==> src/rtl/lru_set_assoc_cache_sim_macros.svh <==
// Assertion macros for the cache lookup model.
// Taken by `include in the modules that check their own logic; needs clock and reset in scope.
`ifndef LRU_SET_ASSOC_CACHE_SIM_MACROS_SVH
`define LRU_SET_ASSOC_CACHE_SIM_MACROS_SVH

// Check a consequent in the same cycle as its antecedent.
`define LSAC_ASSERT_NOW(lbl, ante, cons, msg) \
   lbl: assert property (@(posedge clock) disable iff (reset) (ante) |-> (cons)) \
      else $error(msg);

// Check a consequent in the cycle after its antecedent.
`define LSAC_ASSERT_NEXT(lbl, ante, cons, msg) \
   lbl: assert property (@(posedge clock) disable iff (reset) (ante) |=> (cons)) \
      else $error(msg);

`endif

==> src/rtl/lsac_pkg.sv <==
// Shared types and constants of the cache lookup model.
// No dependencies.
package lsac_pkg;

   localparam int ADDR_W    = 32;
   localparam int SIZE_W    = 6;
   localparam int CNT_W     = 32;
   localparam int SPAN_W    = 5;
   localparam int CSR_W     = 4;
   localparam int CSR_IDX_W = 2;
   localparam int QUEUE_DEPTH = 2;

   localparam logic [SIZE_W-1:0] MAX_BYTES = 6'd32;

   localparam logic [1:0] OP_LOAD   = 2'd0;
   localparam logic [1:0] OP_STORE  = 2'd1;
   localparam logic [1:0] OP_MODIFY = 2'd2;

   localparam logic [1:0] OUT_HIT   = 2'd0;
   localparam logic [1:0] OUT_MISS  = 2'd1;
   localparam logic [1:0] OUT_EVICT = 2'd2;

   localparam logic [CSR_IDX_W-1:0] REG_SET_BITS    = 2'd0;
   localparam logic [CSR_IDX_W-1:0] REG_WAYS        = 2'd1;
   localparam logic [CSR_IDX_W-1:0] REG_OFFSET_BITS = 2'd2;

   typedef struct packed {
      logic [2:0] set_bits;
      logic [3:0] ways;
      logic [2:0] offset_bits;
   } cfg_type;

   typedef struct packed {
      logic [ADDR_W-1:0] first_blk;
      logic [SPAN_W-1:0] span;
      logic              modify;
   } job_type;

endpackage

==> src/rtl/lsac_queue.sv <==
// Short job queue between the front and back parts.
// Depends on lsac_pkg.
module lsac_queue (
   input  logic              clock,
   input  logic              reset,
   input  logic              push,
   input  lsac_pkg::job_type din,
   output logic              full,
   input  logic              pop,
   output logic              empty,
   output lsac_pkg::job_type head
);

   localparam int PW = (lsac_pkg::QUEUE_DEPTH > 1) ? $clog2(lsac_pkg::QUEUE_DEPTH) : 1;
   localparam int CW = $clog2(lsac_pkg::QUEUE_DEPTH + 1);

   lsac_pkg::job_type mem_ff [lsac_pkg::QUEUE_DEPTH];
   logic [PW-1:0] wr_ptr_ff, wr_ptr_in;
   logic [PW-1:0] rd_ptr_ff, rd_ptr_in;
   logic [CW-1:0] count_ff, count_in;
   logic          do_push, do_pop;

   assign full    = (count_ff == CW'(lsac_pkg::QUEUE_DEPTH));
   assign empty   = (count_ff == '0);
   assign do_push = push & ~full;
   assign do_pop  = pop & ~empty;
   assign head    = mem_ff[rd_ptr_ff];

   always_comb begin
      wr_ptr_in = wr_ptr_ff;
      rd_ptr_in = rd_ptr_ff;
      count_in  = count_ff;
      if (do_push) begin
         wr_ptr_in = (wr_ptr_ff == PW'(lsac_pkg::QUEUE_DEPTH - 1)) ? '0 : wr_ptr_ff + 1'b1;
      end
      if (do_pop) begin
         rd_ptr_in = (rd_ptr_ff == PW'(lsac_pkg::QUEUE_DEPTH - 1)) ? '0 : rd_ptr_ff + 1'b1;
      end
      if (do_push && !do_pop) begin
         count_in = count_ff + 1'b1;
      end else if (do_pop && !do_push) begin
         count_in = count_ff - 1'b1;
      end
   end

   always_ff @(posedge clock) begin
      if (reset) begin
         wr_ptr_ff <= '0;
         rd_ptr_ff <= '0;
         count_ff  <= '0;
      end else begin
         wr_ptr_ff <= wr_ptr_in;
         rd_ptr_ff <= rd_ptr_in;
         count_ff  <= count_in;
      end
   end

   always_ff @(posedge clock) begin
      if (do_push) begin
         mem_ff[wr_ptr_ff] <= din;
      end
   end

endmodule

==> config.mk <==
export PLATFORM = sky130hd
export DESIGN_NAME = lsac_queue
export DESIGN_NICKNAME = d
export VERILOG_FILES = /design/src/rtl/lru_set_assoc_cache_sim_macros.svh /design/src/rtl/lsac_pkg.sv /design/src/rtl/lsac_queue.sv
export SDC_FILE = /design/constraint.sdc
export NUM_CORES = 1
export LEC_CHECK = 0
export BUFFER_PORTS_ARGS = -buffer_cell sky130_fd_sc_hd__buf_2
export CAP_MARGIN = 20
export CORE_MARGIN = 3
export CORE_UTILIZATION = 53
export CTS_BUF_LIST = sky130_fd_sc_hd__clkbuf_8
export CTS_CLUSTER_DIAMETER = 150
export DETAILED_ROUTE_END_ITERATION = 12
export PLACE_DENSITY_LB_ADDON = 0.12
export SLEW_MARGIN = 30
export SYNTH_ARGS = -nofsm -noshare
export SYNTH_HDL_FRONTEND = slang
export SYNTH_SLANG_ARGS = --single-unit
export TNS_END_PERCENT = 30
==> constraint.sdc <==
create_clock -name clock -period 2.9 [get_ports clock]
set_clock_uncertainty 0.2 [all_clocks]
set_input_delay 0.29 -clock clock [delete_from_list [all_inputs] [get_ports clock]]
set_output_delay 0.29 -clock clock [all_outputs]
set_load 0.1 [all_outputs]
==> out/qor.yml <==
status: "finished clean"
avgViaCountPerCell: 4.903
wl_per_cell_um: 15.78
ys_top_cells_by_count: "edfxtp_1 (76), mux2_2 (38), dfxtp_1 (5), nor2_1 (5)"
ff2ff_path_depth: 4
slew_viol_final: 0
antenna_found_initial: 0
num_antenna_cells: 0
hold_slack_ns: 0.1654
clk_path_buf_depth: 2
io_buffer_count: 81
die_w_um: 80.68
ys_types: 14
yosysTopAreaCellShare_pct: 77.22
setup.worst_path.end: "head[27]"
reg2reg_setup_slack_ns: 0.83
hold_viol_final: 0
regToRegEndpoint: "mem_ff[0][24]"
ios: 82
clk-insertion-delay-late_ns: 0.33
crit_slowest_cell: "buf_4"
drive_gt1_share_pct: 49.82
min-delay-start: "push"
synth_fp_nets: 186
layout.nets: 317
setup_viol: 0
dieArea_um2: 6508
die_h_um: 80.68
start_util_pct: 56.43
cts_buffers: 9
hpwl_um: 3445
core_area_um2: 5238
wl_um: 5508
path_max_fanout: 38
tns_ns: 0
maxSlewHeadroom_pct: 67.06
yosys_most_used_dff: "edfxtp_1"
crit_required_ns: 2.41
htreeDepth: 3
ant_nets: 0
place_congestion: 0.7342
synth-edff-count: 76
rsz0062_at_grt: "false"
path_cells: "buf_4 > mux2_2 > buf_2"
grt_max_degree: 39
overflow: 0
netlist_instances: 143
ys_seq_area_share_pct: 80.61
cts_setup_buffers: 0
areaGrowthSynthToFinish_pct: 37.93
clock_sinks: 81
vias: 1711
rows: 26
hold_path_depth: 4
cp_top_family: "buffers and inverters"
drc_errors: 0
synthTopCellsByArea: "edfxtp_1 (77%), mux2_2 (14%), dfxtp_1 (3.4%), xor2_1 (0.89%), buf_4 (0.76%)"
clk_pin_slew_ns: 0.07
r2r_start: "count_ff[0]"
synth_most_common_cell: "edfxtp_1"
hold_class: "input pin to flop"
synth-async-reset-ratio_pct: 0
crit_type: "flop to output port"
cts_tree: "built"
first_pass_iters: 4
ys_ff_latch: 81
worst-path-buf-inv: 2
synth_area_per_cell_um2: 20.67
cp.arrival_ns: 1.78
drtIter0Drc: 65
critPathCaptureType: "output port"
synth.largest_area_cell: "edfxtp_1"
post-route-min-period_ns: 2.268
grt_usage_pct: 18.13
path_depth: 3
grt_pass1_wl_um: 8397
yosys_warnings: 0
grt_pass1_vias: 1829
netlist_area_um2: 2955
worst_pin_slew_ns: 0.4941
critPathMaxStageDelay_ns: 0.42
fin_crit_sh_pct: 78.19
root_buffer: "clkbuf_8"
max_freq_ghz: 0.4410
drv_cap: 0
cp-start-kind: "flop"
flip-flops by register name (all words and copies together), names as in the netlist, named ones only:
name / count
mem_ff: 76
count_ff: 2
rd_ptr_ff: 1
wr_ptr_ff: 1
worst min path at each step:
stage	end	slack, ns
6_report	wr_ptr_ff	0.17
2_1_floorplan	count_ff[1]	0.16
3_3_place_gp	wr_ptr_ff	0.27
5_1_grt	wr_ptr_ff	0.17
4_1_cts	wr_ptr_ff	0.16
3_5_place_dp	mem_ff[0][2]	0.28
layout make-up:
| cell class | count | area [um^2] |
|---|---|---|
| Fill cell | 294 | 1161 |
| Clock buffer | 9 | 123.9 |
| Tap cell | 70 | 87.58 |
| Clock inverter | 7 | 108.9 |
| Inverter | 2 | 7.507 |
| Timing Repair Buffer | 124 | 825.8 |
| Multi-Input combinational cell | 56 | 539.3 |
| Sequential cell | 81 | 2384 |
layout by cell type, fill, tap and decap left out, drive strengths merged, types with 3 or more instances in the layout:
cell,synthesis,routed
buf,4,85
edfxtp,76,76
dlygate4sd3,0,39
mux2,38,38
clkbuf,0,9
nor2,5,5
dfxtp,5,5
o21ai,3,3
xor2,3,3
clkinv,0,3
bufinv,0,3
worst register-to-register path, cell delays in order, from the launching register on:
cell and delay, ns:
dfxtp_1 0.45, nor2b_2 0.09, or3_1 0.34, inv_1 0.32, buf_4 0.35
layer usage:
layer | up-vias | wire length [um] | part of all wire [%] | GRT usage (%)
met3 | 8 | 348 | 6.3 | 5.942
met4 | 0 | 63 | 1.1 | 6.757
li1 | 815 | - | - | -
met5 | - | 0 | 0 | 0
met1 | 830 | 2053 | 37 | 18.82
met2 | 58 | 3042 | 55 | 33.61
kinds of logic (layout without fill, tap and decap cells):
| kind of cell | count (synthesis) | count (layout) | share of synthesized area, % |
|---|---|---|---|
| AOI/OAI and AO/OA | 5 | 5 | 0.8466 |
| xor gates and xnor gates | 3 | 3 | 0.8892 |
| adders and majority gates | 1 | 1 | 0.4233 |
| buffers and inverters | 6 | 142 | 1.185 |
| DFF | 81 | 81 | 80.61 |
| muxes | 38 | 38 | 14.48 |
| and+or+nand+nor | 9 | 9 | 1.567 |
stage by stage:
step                setup slack [ns]  util, %  instances  cell area, um^2
CTS                           0.6077    77.83        349             4076
finish                        0.6324    77.83        349             4076
floorplan                     0.3206        -        143             2955
global route                  0.5404    77.83        349             4076
global placement              0.9370    65.93        294             3453
detailed placement            0.8202    65.93        294             3453
what timing repair did:
| item | 4_1_cts | 5_1_grt |
|---|---|---|
| hold endpoints to repair | 81 | 0 |
| resized for setup | 0 | 0 |
| hold buffers | 39 | 0 |
Power is left out: the tool's default activity adds up to more than one toggle a clock period on the data nets, which glitch-free logic cannot reach.
