`config.mk`:
```
export PLATFORM = sky130hd
export DESIGN_NAME = lsac_front
export DESIGN_NICKNAME = d
export VERILOG_FILES = /design/src/rtl/lru_set_assoc_cache_sim_macros.svh /design/src/rtl/lsac_pkg.sv /design/src/rtl/lsac_front.sv
export SDC_FILE = /design/constraint.sdc
export NUM_CORES = 1
export LEC_CHECK = 0
export BUFFER_PORTS_ARGS = -buffer_cell sky130_fd_sc_hd__buf_2
export CORE_MARGIN = 4
export CORE_UTILIZATION = 50
export CTS_BUF_LIST = sky130_fd_sc_hd__clkbuf_8
export DETAILED_ROUTE_END_ITERATION = 8
export GPL_ROUTABILITY_DRIVEN = 0
export PLACE_DENSITY = 0.79
export SYNTH_ARGS = -nofsm -noshare
export SYNTH_HDL_FRONTEND = slang
export SYNTH_SLANG_ARGS = --single-unit
```
`constraint.sdc`:
```
create_clock -name clock -period 2.9 [get_ports clock]
set_clock_uncertainty 0.1 [all_clocks]
set_input_delay 0.29 -clock clock [delete_from_list [all_inputs] [get_ports clock]]
set_output_delay 0.29 -clock clock [all_outputs]
set_load 0.1 [all_outputs]
```
`src/rtl/lru_set_assoc_cache_sim_macros.svh`:
```
// Assertion macros for the cache lookup model.
// Taken by `include in the modules that check their own logic; needs clock and reset in scope.
`ifndef LRU_SET_ASSOC_CACHE_SIM_MACROS_SVH
`define LRU_SET_ASSOC_CACHE_SIM_MACROS_SVH

// Check a consequent in the same cycle as its antecedent.
`define LSAC_ASSERT_NOW(lbl, ante, cons, msg) \
   lbl: assert property (@(posedge clock) disable iff (reset) (ante) |-> (cons)) \
      else $error(msg);

// Check a consequent in the cycle after its antecedent.
`define LSAC_ASSERT_NEXT(lbl, ante, cons, msg) \
   lbl: assert property (@(posedge clock) disable iff (reset) (ante) |=> (cons)) \
      else $error(msg);

`endif

```
`src/rtl/lsac_pkg.sv`:
```
// Shared types and constants of the cache lookup model.
// No dependencies.
package lsac_pkg;

   localparam int ADDR_W    = 32;
   localparam int SIZE_W    = 6;
   localparam int CNT_W     = 32;
   localparam int SPAN_W    = 5;
   localparam int CSR_W     = 4;
   localparam int CSR_IDX_W = 2;
   localparam int QUEUE_DEPTH = 2;

   localparam logic [SIZE_W-1:0] MAX_BYTES = 6'd32;

   localparam logic [1:0] OP_LOAD   = 2'd0;
   localparam logic [1:0] OP_STORE  = 2'd1;
   localparam logic [1:0] OP_MODIFY = 2'd2;

   localparam logic [1:0] OUT_HIT   = 2'd0;
   localparam logic [1:0] OUT_MISS  = 2'd1;
   localparam logic [1:0] OUT_EVICT = 2'd2;

   localparam logic [CSR_IDX_W-1:0] REG_SET_BITS    = 2'd0;
   localparam logic [CSR_IDX_W-1:0] REG_WAYS        = 2'd1;
   localparam logic [CSR_IDX_W-1:0] REG_OFFSET_BITS = 2'd2;

   typedef struct packed {
      logic [2:0] set_bits;
      logic [3:0] ways;
      logic [2:0] offset_bits;
   } cfg_type;

   typedef struct packed {
      logic [ADDR_W-1:0] first_blk;
      logic [SPAN_W-1:0] span;
      logic              modify;
   } job_type;

endpackage

```
`src/rtl/lsac_front.sv`:
```
// Front part: accepts access items, drops empty ones and ones with an unknown opcode, finds the spanned blocks.
// Depends on lsac_pkg.
module lsac_front (
   input  logic                          clock,
   input  logic                          reset,
   input  logic                          start,
   output logic                          busy,
   input  logic [1:0]                    req_opcode,
   input  logic [lsac_pkg::ADDR_W-1:0]   req_byte_address,
   input  logic [lsac_pkg::SIZE_W-1:0]   req_access_size,
   input  lsac_pkg::cfg_type             cfg,
   input  logic                          clearing,
   input  logic                          q_full,
   output logic                          q_push,
   output lsac_pkg::job_type             q_job
);

   logic                          accept;
   logic                          good;
   logic [lsac_pkg::SIZE_W-1:0]   size_c;
   logic                          stg_vld_ff, stg_vld_in;
   logic [lsac_pkg::ADDR_W-1:0]   stg_addr_ff;
   logic [lsac_pkg::ADDR_W:0]     stg_end_ff, stg_end_in;
   logic                          stg_mod_ff;
   logic [lsac_pkg::ADDR_W:0]     last_blk;
   logic [lsac_pkg::ADDR_W:0]     span_wide;

   assign busy   = clearing | (stg_vld_ff & q_full);
   assign accept = start & ~busy;
   assign good   = (req_opcode inside {lsac_pkg::OP_LOAD, lsac_pkg::OP_STORE,
                                       lsac_pkg::OP_MODIFY})
                   && (req_access_size != '0);
   assign size_c = (req_access_size > lsac_pkg::MAX_BYTES) ? lsac_pkg::MAX_BYTES
                                                            : req_access_size;
   assign stg_end_in = {1'b0, req_byte_address}
                       + {{(lsac_pkg::ADDR_W + 1 - lsac_pkg::SIZE_W){1'b0}}, size_c}
                       - {{lsac_pkg::ADDR_W{1'b0}}, 1'b1};
   assign q_push = stg_vld_ff & ~q_full;

   always_comb begin
      stg_vld_in = stg_vld_ff;
      if (accept) begin
         stg_vld_in = good;
      end else if (q_push) begin
         stg_vld_in = 1'b0;
      end
   end

   always_ff @(posedge clock) begin
      if (reset) begin
         stg_vld_ff <= 1'b0;
      end else begin
         stg_vld_ff <= stg_vld_in;
      end
   end

   always_ff @(posedge clock) begin
      if (accept) begin
         stg_addr_ff <= req_byte_address;
         stg_end_ff  <= stg_end_in;
         stg_mod_ff  <= (req_opcode == lsac_pkg::OP_MODIFY);
      end
   end

   assign last_blk  = stg_end_ff >> cfg.offset_bits;
   assign q_job.first_blk = stg_addr_ff >> cfg.offset_bits;
   assign span_wide = last_blk - {1'b0, q_job.first_blk};
   assign q_job.span   = span_wide[lsac_pkg::SPAN_W-1:0];
   assign q_job.modify = stg_mod_ff;

endmodule

```
==> results of run 1 <==
worst max-delay path, cell delays in order (launching register included):
cell	delay (ns)
sky130_fd_sc_hd__edfxtp_1	0.45
sky130_fd_sc_hd__mux4_2	0.54
sky130_fd_sc_hd__nand2_2	0.11
sky130_fd_sc_hd__o21ai_4	0.07
sky130_fd_sc_hd__ha_4	0.17
sky130_fd_sc_hd__fa_2	0.34
sky130_fd_sc_hd__inv_1	0.06
sky130_fd_sc_hd__a21o_1	0.12
sky130_fd_sc_hd__a21oi_2	0.06
sky130_fd_sc_hd__xor2_2	0.23
sky130_fd_sc_hd__xnor2_4	0.15
sky130_fd_sc_hd__buf_12	0.19
registers in the layout, indices dropped and copies added (netlist names):
name         flops
stg_addr_ff     32
stg_end_ff      12
stg_mod_ff       1
stg_vld_ff       1
through the flow:
| stage | util | hold slack, ns | cells | setup TNS (ns) |
|---|---|---|---|---|
| floorplan | - | 0.262 | 323 | -2.46 |
| global placement | 0.682 | 0.351 | 526 | -0.218 |
| detailed placement | 0.682 | 0.356 | 526 | -0.285 |
| CTS | 0.719 | 0.0198 | 538 | -0.273 |
| global route | 0.726 | 0.0240 | 540 | -0.703 |
| finish | 0.726 | 0.0198 | 540 | -0.438 |
layout by cell type, fill, tap and decap left out, types with 6 or more instances in the layout:
master                     netlist  layout
sky130_fd_sc_hd__a211oi_1        8       7
sky130_fd_sc_hd__a21o_1          6       6
sky130_fd_sc_hd__a21oi_1        17      11
sky130_fd_sc_hd__buf_12          0      16
sky130_fd_sc_hd__buf_2           5      70
sky130_fd_sc_hd__buf_4           4      38
sky130_fd_sc_hd__edfxtp_1       45      45
sky130_fd_sc_hd__ha_1           20      18
sky130_fd_sc_hd__inv_1          31      27
sky130_fd_sc_hd__mux2_2         23      21
sky130_fd_sc_hd__mux2i_1        29      21
sky130_fd_sc_hd__mux4_2         14      14
sky130_fd_sc_hd__nand2_1        26      25
sky130_fd_sc_hd__nor2_1         19      18
sky130_fd_sc_hd__o21ai_0        19      15
worst paths after layout:
| check | slack (ns) | from | cells past startpoint | endpoint |
|---|---|---|---|---|
| worst min register to register | 0.47 | stg_vld_ff | 2 | stg_vld_ff |
| worst max register to register | 1.34 | stg_vld_ff | 3 | stg_addr_ff[19] |
| worst min-delay path | 0.02 | reset | 2 | stg_vld_ff |
| worst max-delay path | -0.31 | stg_addr_ff[4] | 11 | q_job[5] |
cell type report:
cell class | instances | area (sq um)
Sequential cell | 46 | 1370
Fill cell | 458 | 1870
Inverter | 33 | 134
Timing Repair Buffer | 130 | 1020
Clock buffer | 5 | 68.8
Tap cell | 96 | 120
Multi-Input combinational cell | 227 | 2200
Clock inverter | 3 | 43.8
what timing repair did:
action,in CTS,in global routing
cloned,0,0
pin swaps,18,2
resized for setup,23,6
buffers inserted,5,2
endpoints found under the setup margin,3,4
hold buffers,0,0
synth_stat cells (2+ instances only):
cell | number | share of area
sky130_fd_sc_hd__edfxtp_1 | 45 | 0.38
sky130_fd_sc_hd__ha_1 | 20 | 0.071
sky130_fd_sc_hd__fa_1 | 2 | 0.011
sky130_fd_sc_hd__nand2b_1 | 3 | 0.0053
sky130_fd_sc_hd__nand2_1 | 26 | 0.028
sky130_fd_sc_hd__a211oi_1 | 8 | 0.017
sky130_fd_sc_hd__buf_1 | 3 | 0.0032
sky130_fd_sc_hd__a21o_1 | 6 | 0.013
sky130_fd_sc_hd__mux4_2 | 14 | 0.089
sky130_fd_sc_hd__xnor2_1 | 7 | 0.017
sky130_fd_sc_hd__nor2_1 | 19 | 0.020
sky130_fd_sc_hd__buf_6 | 2 | 0.0064
sky130_fd_sc_hd__mux2_2 | 23 | 0.073
sky130_fd_sc_hd__nor2b_1 | 6 | 0.011
sky130_fd_sc_hd__o21a_1 | 4 | 0.0085
sky130_fd_sc_hd__inv_1 | 31 | 0.033
sky130_fd_sc_hd__buf_4 | 4 | 0.0085
sky130_fd_sc_hd__nor3_1 | 5 | 0.0071
sky130_fd_sc_hd__mux2i_1 | 29 | 0.082
sky130_fd_sc_hd__buf_2 | 5 | 0.0071
sky130_fd_sc_hd__o21ai_0 | 19 | 0.027
sky130_fd_sc_hd__xor2_1 | 5 | 0.012
sky130_fd_sc_hd__clkbuf_1 | 3 | 0.0032
sky130_fd_sc_hd__a21oi_1 | 17 | 0.024
cell families after synthesis:
group                      share of synthesized area
and+or+nand+nor                               0.0815
adders and majority gates                     0.0819
buffers and inverters                         0.0632
DFF                                            0.387
AOI/OAI and AO/OA                              0.106
muxes                                          0.251
xor gates and xnor gates                      0.0297
where the power goes:
part | internal [W] | switching (W) | total, W
clock | 0.000258 | 0.000231 | 0.000489
sequential | 0.000784 | 0.0000210 | 0.000805
combinational | 0.000565 | 0.000988 | 0.00155
total | 0.00161 | 0.00124 | 0.00285
layer usage:
layer  part of all wire  global-route usage
met1               0.38               0.255
met2               0.53               0.401
met3              0.070              0.0304
met4              0.022              0.0644
met5                  0                   0
==> flow_results.org, run 1 <==
** Placed design
- Placement-stage cell area :: 4660 sq um
- OpenSTA, run right after detailed placement, puts the worst setup slack at -0.285 ns.
- Detailed placement ended at an HPWL of 6550 microns.
- The count of buffers added on input and output ports is 87.

** Global routing
- First-pass GRT wire length :: 14600 microns
- Via count of the first global-routing pass :: 3032
- After global routing the overflow that remains totals 0.
- Pin count of the biggest net entering global routing :: 47
- Number of antenna violations at the first check in global routing :: 0
- Global Route Usage Sum :: 0.215

** Detailed routing
- Dividing the detail-routed wire length by the instance count gives 17.2 microns.
- Residual DRC count :: 0
- After the first detailed-routing iteration, the DRC count stood at 239.
- Total Routed Length :: 9260 microns
- Antenna Nets Post-Route :: 0
- Detailed routing inserted a total of 3029 vias.
- In the routed layout, each cell is associated on average with a via count of 5.61.
- The first detailed-routing pass took 5 iterations.

** Timing
- At the pin with the least slew margin, the transition time is 0.563 ns.
- Final period demand of the worst path :: 3.21 ns
- Final count of pins violating max slew :: 0
- Unrepaired setup endpoints after global routing :: yes
- FMAX :: 312 MHz
- The worst pin sits at a relative slew slack of 0.624.
- Setup violations, final :: 3
- Final Cycle Share :: 1.11
- PnR worst setup slack :: -0.310 ns
- Final-report hold violation count :: 0

** Layout
- Diodes inserted :: 0
- The finished cells cover 4960 sq um.
- The area growth from synthesis to layout is 39.9%.
- Net count of the finished layout :: 520
- Layout cells sized above 1 :: 0.475

** Logic synthesis
- The most used flip-flop cell after synthesis is sky130_fd_sc_hd__edfxtp_1.
- Number of flops mapped to enable cells by yosys :: 45
- Of the synthesized area, sequential elements account for 0.387.
- Cell count after synthesis :: 323
- In the synthesized netlist the async set-or-reset flop fraction comes to 0.
- Cell area after technology mapping :: 3540 sq um
- Avg Inst Size Synth :: 11.0 sq um
- Count of synthesis-stage warnings from yosys :: 0
- Cell variety after synth :: 41
- Synth Register Bits :: 46
- Net count after synthesis :: 400

** Clock network
- The clock drives 46 sinks.
- At the later pin of the worst-skew pair, clock insertion delay measures 0.31 ns.
- After clock tree synthesis, the clock-pin slew on the worst setup and hold paths is 0.09 ns.
- TritonCTS built the clock tree.
- Clock Tree Root :: sky130_fd_sc_hd__clkbuf_8
- TritonCTS created 5 clock buffers.
- H-tree levels :: 2
- The clock passes through at most 2 buffers.

** Die
- Starting Density :: 0.519
- Area of the core :: 6830 sq um
- Die height :: 92.2 microns
- I/O pin cnt :: 95
- Count of standard-cell rows :: 30
- The floorplan step defined a die boundary enclosing 8500 sq um.
- Floorplan die width :: 92.2 microns

** Outcome
- Run status :: finished, violations left
- Failing checks :: setup timing

** Job
- Max-cap violations :: 0

** Power
- Pleak :: 2.15 nW
- VDD sags by at most 0.000242 V.
- The design draws 0.00285 W.
- Dividing total power by cell area gives a power density of 574 nW/um^2.

** Critical path
- Worst setup path class :: reg2out
- Data required time of the worst path :: 2.51 ns
- Crit-path max FO :: 2
- Arrival time at the worst endpoint :: 2.82 ns
- Element type at the critical path start :: flip-flop
- Critical path capture point type :: output pin

** Worst hold path
- Path class of the lowest-slack min-delay path :: in2reg
No activity file was read; power rests on OpenSTA's default activity.
==> run 2, diff against run 1 <==
--- a/config.mk
+++ b/config.mk
@@ -11,7 +11,7 @@
 export CTS_BUF_LIST = sky130_fd_sc_hd__clkbuf_8
 export DETAILED_ROUTE_END_ITERATION = 8
 export GPL_ROUTABILITY_DRIVEN = 0
-export PLACE_DENSITY = 0.79
+export PLACE_DENSITY = 0.81
 export SYNTH_ARGS = -nofsm -noshare
 export SYNTH_HDL_FRONTEND = slang
 export SYNTH_SLANG_ARGS = --single-unit
==> constraint.sdc (replaced) <==
create_clock -name clock -period 3 [get_ports clock]
set_clock_uncertainty 0.1 [all_clocks]
set_input_delay 0.3 -clock clock [delete_from_list [all_inputs] [get_ports clock]]
set_output_delay 0.3 -clock clock [all_outputs]
set_load 0.1 [all_outputs]
==> flow_results.org, run 2 (synthesis gave the netlist of run 1 again) <==
** Timing
- Relative slew slack :: 0.667 (+0.0427)
- FMAX :: 307 MHz
- The total negative slack came to -0.259 ns (+0.179 ns).
- Final period demand of the worst path :: 3.26 ns
- The final worst-path setup slack is -0.259 ns (+0.0506 ns).
- Final Cycle Share :: 1.09
- Setup repair after global routing could not meet its margin everywhere.
- The number of endpoints with negative hold slack in the final report came to 0 (unchanged).
- Setup violations, final :: 1 (-2)
- The max-slew violation count came to 0 (unchanged).
- The worst-margin pin slew is 0.503 ns (-0.0606 ns).

** Placed design
- Buffers on Ports :: 87 (unchanged)
- The HPWL reported at the end of detailed placement is 6770 microns (+3.3%).

** Critical path
- Data required time of the worst path :: 2.60 ns (+0.09 ns)
- Critical path capture point type :: output pin
- Crit-path max FO :: 2 (unchanged)
- The worst setup path is of the reg2out kind.
- STA classifies the critical path startpoint as a flip-flop.
- Setup slack of the worst register-to-register path :: 1.41 ns (+0.07 ns)
- Arrival time at the worst endpoint :: 2.86 ns (+0.04 ns)

** Layout
- The largest registers in the layout are stg_addr_ff: 32 flops, stg_end_ff: 12 flops.
- Register with the most flip-flops :: stg_addr_ff
- The number of fill cells was 483 (+5.5%).
- The share of the core filled with cells in the final layout is 0.706 (-0.0198).
- Flip-flop count of the largest register, all copies and words added :: 32 (unchanged)
- In the layout the commonest cells are 73 x sky130_fd_sc_hd__buf_2, 45 x sky130_fd_sc_hd__edfxtp_1, 39 x sky130_fd_sc_hd__buf_4.
- The total number of nets in the final design was 518 (-0.38%).
- Commonest non-fill, non-tap cell in the layout :: sky130_fd_sc_hd__buf_2
- The layout cell share with drive strength beyond 1 came to 0.452 (-0.0227).
- Layout-stage area growth over the synthesis result :: 36.0%

** Power
- Pwr Total :: 0.00269 W (-5.6%)
- The power per unit of standard cell area was 557 nW/um^2 (-2.9%).
- IR Drop Worst-Case VDD :: 0.000275 V (+14%)
- The leakage power came to 2.12 nW (-1.5%).

** Detailed routing
- Residual DRC count :: 0 (unchanged)
- Vias per inst :: 5.51 (-1.7%)
- Number of iterations in the first detailed-routing pass :: 4 (-1)
- Number of DRC markers in iteration 0 :: 194 (-19%)
- WL/cell :: 16.8 microns (-2.2%)
- The via count was 2972 (-1.9%).
- The post-detailed-routing wire length is 9040 microns (-2.3%).
- The remaining antenna violation count was 0 (unchanged).

** Die
- Count of standard-cell rows :: 30 (unchanged)
- The number of primary I/O pins is 95 (unchanged).
- Die footprint :: 8500 sq um (unchanged)
- Area of the core :: 6830 sq um (unchanged)
- Floorplan die width :: 92.2 microns (unchanged)
- The effective utilization at floorplan was 0.519 (unchanged).
- The die outline height came to 92.2 microns (unchanged).

** Clock network
- The cell sitting at the root of the clock tree is a sky130_fd_sc_hd__clkbuf_8.
- Cts bufs inserted :: 5 (unchanged)
- TritonCTS built the clock tree.
- Hold buffer count at CTS :: 0 (unchanged)
- H-tree levels :: 2 (unchanged)
- CTS sink cnt :: 46 (unchanged)
- CTS clk-pin slew, worst paths :: 0.09 ns (about the same)
- The buffer levels on the longest clock path is 2 (unchanged).
- The clock insertion delay at the later pin of the skew report was 0.30 ns (about the same).

** Worst hold path
- Path class of the lowest-slack min-delay path :: in2reg

** Job
- Max-cap violations :: 0 (unchanged)

** Global routing
- Via count of the first global-routing pass :: 3094 (+2.0%)
- Global Route Usage Sum :: 0.210 (-0.00552)
- First-pass GRT wire length :: 14300 microns (-1.7%)
- Number of antenna violations at the first check in global routing :: 1 (+1)
- The remaining global-route overflow was 0 (unchanged).
- Pin count of the biggest net entering global routing :: 34 (-28%)

** Outcome
- Failing checks :: setup timing
- Run status :: finished, violations left
-- run 2: timing repair --
item	in CTS	in global routing
setup endpoints to repair	2	3
gates resized for setup	7	9
pin swaps	8	6
setup buffers	8	1
-- run 2: power by group --
group	switching (W)	internal (W)	leakage (nW)
logic	0.000939	0.000513	1.63
clock network	0.000216	0.000245	0.0556
registers	0.0000182	0.000757	0.429
-- run 2: per-layer routing --
metal | track usage | part of all wire | vias up
met5 | 0 | 0 | -
met4 | 0.0656 | 0.025 | 0
met3 | 0.0402 | 0.052 | 21
met2 | 0.387 | 0.53 | 103
met1 | 0.244 | 0.39 | 1431
li1 | - | - | 1417
-- run 2: through the flow --
stage / instances / hold slack [ns] / instance area (sq um) / worst slack [ns]
6_report: 539 / 0.0576 / 4820 / -0.259
5_1_grt: 539 / 0.0550 / 4820 / -0.387
3_3_place_gp: 522 / 0.358 / 4580 / -0.172
3_5_place_dp: 522 / 0.368 / 4580 / -0.239
4_1_cts: 538 / 0.0445 / 4780 / -0.209
2_1_floorplan: 323 / 0.272 / 3680 / -0.709
-- run 2: layout make-up --
cell class | instances | area (sq um) | share of cell area
multi-input cells | 227 | 2120 | 0.439
flip-flops and latches | 46 | 1370 | 0.284
repair buffers | 128 | 970 | 0.201
inverters | 33 | 131 | 0.0272
well taps | 96 | 120 | 0.0249
clock buffers | 5 | 68.8 | 0.0143
clock inverters | 3 | 41.3 | 0.00856
diodes | 1 | 2.50 | 0.000519
-- run 2: worst max-delay path, cell delays in order (launching register included) --
cell and delay (ns):
sky130_fd_sc_hd__edfxtp_1 0.44, sky130_fd_sc_hd__mux4_2 0.51, sky130_fd_sc_hd__nand2_2 0.10, sky130_fd_sc_hd__o21ai_4 0.06, sky130_fd_sc_hd__ha_2 0.19, sky130_fd_sc_hd__fa_2 0.39, sky130_fd_sc_hd__inv_1 0.06, sky130_fd_sc_hd__a21o_1 0.12
sky130_fd_sc_hd__a21oi_2 0.06, sky130_fd_sc_hd__xor2_2 0.26, sky130_fd_sc_hd__xnor2_4 0.16, sky130_fd_sc_hd__buf_12 0.19
-- run 2: worst paths after layout --
check,start,to,depth (start not counted)
setup / recovery,stg_addr_ff[4],q_job[5],11
setup reg to reg,stg_vld_ff,stg_addr_ff[17],3
hold / removal,reset,stg_vld_ff,2
hold reg to reg,stg_vld_ff,stg_vld_ff,2
==> run 3, diff against run 2 <==
--- a/config.mk
+++ b/config.mk
@@ -8,10 +8,11 @@
 export BUFFER_PORTS_ARGS = -buffer_cell sky130_fd_sc_hd__buf_2
 export CORE_MARGIN = 4
 export CORE_UTILIZATION = 50
-export CTS_BUF_LIST = sky130_fd_sc_hd__clkbuf_8
+export CTS_BUF_LIST = sky130_fd_sc_hd__clkbuf_4 sky130_fd_sc_hd__clkbuf_8 sky130_fd_sc_hd__clkbuf_16
 export DETAILED_ROUTE_END_ITERATION = 8
 export GPL_ROUTABILITY_DRIVEN = 0
 export PLACE_DENSITY = 0.81
+export SETUP_SLACK_MARGIN = 0.1
 export SYNTH_ARGS = -nofsm -noshare
 export SYNTH_HDL_FRONTEND = slang
 export SYNTH_SLANG_ARGS = --single-unit
==> flow_results.org, run 3 (synthesis gave the netlist of run 1 again) <==
** Layout
- Flip-flop count of the largest register, all copies and words added :: 32 (unchanged)
- The library cells used most frequently in the layout, excluding fill and tap cells, are 72 x sky130_fd_sc_hd__buf_2, 45 x sky130_fd_sc_hd__edfxtp_1, 37 x sky130_fd_sc_hd__buf_4.
- The final cell count without fillers is 538 (-0.19%).
- Net count of the finished layout :: 518 (unchanged)
- The layout cell share with drive strength beyond 1 is 0.477 (+0.0249).
- The number of fill cells was 445 (-7.9%).
- Diodes inserted :: 0 (-1)
- The largest registers in the layout are stg_addr_ff: 32 flops, stg_end_ff: 12 flops.
- The share of the core filled with cells in the final layout was 0.719 (+0.0130).
- Layout-stage area growth over the synthesis result :: 38.5%
- Commonest non-fill, non-tap cell in the layout :: sky130_fd_sc_hd__buf_2
- Register with the most flip-flops :: stg_addr_ff

** Global routing
- The number of antenna violations at the first check in global routing was 0 (-1).
- Via count of the first global-routing pass :: 3054 (-1.3%)
- Pin count of the biggest net entering global routing :: 28 (-18%)
- Global route overflow :: 0 (unchanged)
- Global Route Usage Sum :: 0.219 (+0.00929)
- The first-pass GRT wire length was 14900 microns (+3.6%).

** Detailed routing
- The via density per instance is 5.61 (+1.7%).
- The remaining antenna violation count is 0 (unchanged).
- Number of iterations in the first detailed-routing pass :: 4 (unchanged)
- Number of DRC markers in iteration 0 :: 270 (+39%)
- Residual DRC count :: 0 (unchanged)
- The average wire per cell in the routed design was 17.7 microns (+5.7%).
- Routed vias :: 3016 (+1.5%)
- Total Routed Length :: 9540 microns (+5.5%)

** Timing
- The number of endpoints with negative hold slack in the final report came to 0 (unchanged).
- Unrepaired setup endpoints after global routing :: yes
- The final critical-path required period is 3.25 ns (-0.0120 ns).
- Setup tns final :: -0.272 ns (-0.0128 ns)
- The worst-margin pin slew was 0.508 ns (+0.00518 ns).
- PnR worst setup slack :: -0.247 ns (+0.0120 ns)
- Relative slew slack :: 0.664 (-0.00343)
- The number of setup violations in the final report came to 2 (+1).
- FMAX :: 308 MHz (+0.37%)
- Final count of pins violating max slew :: 0 (unchanged)
- The part of the cycle the worst path needs came to 1.08 (-0.00400).

** Die
- The x dimension of the die came to 92.2 microns (unchanged).
- The placeable core region was 6830 sq um (unchanged).
- The number of primary I/O pins was 95 (unchanged).
- Die footprint :: 8500 sq um (unchanged)
- The site row count came to 30 (unchanged).
- The effective utilization at floorplan was 0.519 (unchanged).
- The die outline height came to 92.2 microns (unchanged).

** Clock network
- The clock insertion delay at the later pin of the skew report was 0.31 ns (about the same).
- CTS clk-pin slew, worst paths :: 0.09 ns (about the same)
- H-tree levels :: 2 (unchanged)
- Buffer levels on the longest clock path :: 2 (unchanged)
- The number of buffers created by CTS came to 5 (unchanged).
- CTS placed an instance of sky130_fd_sc_hd__clkbuf_8 at the clock tree root.
- CTS tree :: yes
- The clock sink total came to 46 (unchanged).

** Critical path
- Crit Reg-Reg Startpoint :: stg_vld_ff
- Data required time of the worst path :: 2.60 ns (about the same)
- Worst setup path class :: reg2out
- The setup slack of the worst register-to-register path is 1.44 ns (+0.03 ns).
- Kind of cell adding the most delay to the critical path :: compound AO/OA/AOI/OAI gates
- Crit-path max FO :: 2 (unchanged)
- Highest cell delay on the worst timing path :: 0.42 ns (-0.09 ns)
- The signal on the critical path passes through mux2_4, nor2_1, a211oi_1, a21oi_2, clkinvlp_4, fa_2, inv_2, a21o_1, a21oi_2, xor2_2, xnor2_4, buf_12.
- Crit Reg-Reg Endpoint :: stg_addr_ff[19]
- The most critical setup path has its startpoint at stg_addr_ff[3].
- Most common cell type on the critical path :: sky130_fd_sc_hd__a21oi_2
- Element type at the critical path start :: flip-flop
- The largest individual stage delay along the critical path comes from the cell sky130_fd_sc_hd__edfxtp_1.
- CP bufs+invs :: 3 (+1)
- The cell count of the worst reg-to-reg path was 3 (unchanged).
- Critical path capture point type :: output pin
- Arrival time at the worst endpoint :: 2.85 ns (about the same)

** Job
- Max-cap violations :: 0 (unchanged)

** Worst hold path
- Path class of the lowest-slack min-delay path :: in2reg
- Min-Delay Path Depth :: 2 (unchanged)
- Endpoint of the worst hold-timing path :: stg_vld_ff
- The startpoint identified for the worst hold timing path is reset.

** Outcome
- Failing checks :: setup timing
- Run status :: finished, violations left

** Placed design
- The number of instances in the placed design was 522 (unchanged).
- Placed wire-length estimate after detailed placement :: 6750 microns (-0.22%)
- The number of port buffers was 87 (unchanged).
- The placement-stage worst setup slack was -0.217 ns (+0.0222 ns).

** Power
- Power per Cell Area :: 560 nW/um^2 (+0.45%)
- The highest ir drop seen on vdd came to 0.000184 V (-33%).
- Pleak :: 2.13 nW (+0.44%)
[run 3: cell types whose count changed in the layout (fill, tap and decap cells not counted), sizes merged]
cell | before | now
diode | 1 | 0
clkinvlp | 3 | 2
clkinv | 1 | 2
[run 3: final cells by class]
type	instances	area, sq um	share of cell area
clock buffers	5	68.8	0.0140
inverters	33	131	0.0268
clock inverters	3	43.8	0.00892
repair buffers	128	978	0.199
flip-flops and latches	46	1370	0.279
well taps	96	120	0.0245
multi-input cells	227	2200	0.447
[run 3: routing by layer]
layer,part of all wire,up-vias,global-route usage
li1,-,1417,-
met1,0.37,1437,0.252
met2,0.53,133,0.386
met3,0.064,29,0.0468
met4,0.033,0,0.103
met5,0,-,0
[run 3: what timing repair did]
action                     4_1_cts  5_1_grt
setup buffers                    4        5
setup endpoints to repair        3        4
gates resized for setup         17       15
hold buffers                     0        0
pin swaps                       14       12
[run 3: stage by stage]
| stage | power, W | instance area (sq um) | hold slack, ns |
|---|---|---|---|
| after floorplan | 0.00181 | 3720 | 0.272 |
| after global placement | 0.00218 | 4600 | 0.360 |
| after detailed placement | 0.00221 | 4600 | 0.362 |
| after CTS | 0.00272 | 4820 | 0.0362 |
| after global routing | 0.00284 | 4910 | 0.0429 |
| final | 0.00275 | 4910 | 0.0365 |
[run 3: where the power goes]
| group | internal (W) | total (W) | leakage, nW | switching [W] |
|---|---|---|---|---|
| Combinational | 0.000539 | 0.00150 | 1.64 | 0.000961 |
| Sequential | 0.000757 | 0.000778 | 0.429 | 0.0000212 |
| Clock | 0.000250 | 0.000472 | 0.0585 | 0.000222 |
[run 3: worst max-delay path by stage]
stage / to / slack, ns / cells after the start
2_1_floorplan: q_job[5] / -0.66 / 13
3_3_place_gp: q_job[5] / -0.17 / 12
3_5_place_dp: q_job[5] / -0.22 / 12
4_1_cts: q_job[5] / -0.19 / 12
5_1_grt: q_job[5] / -0.35 / 11
6_report: q_job[5] / -0.25 / 12
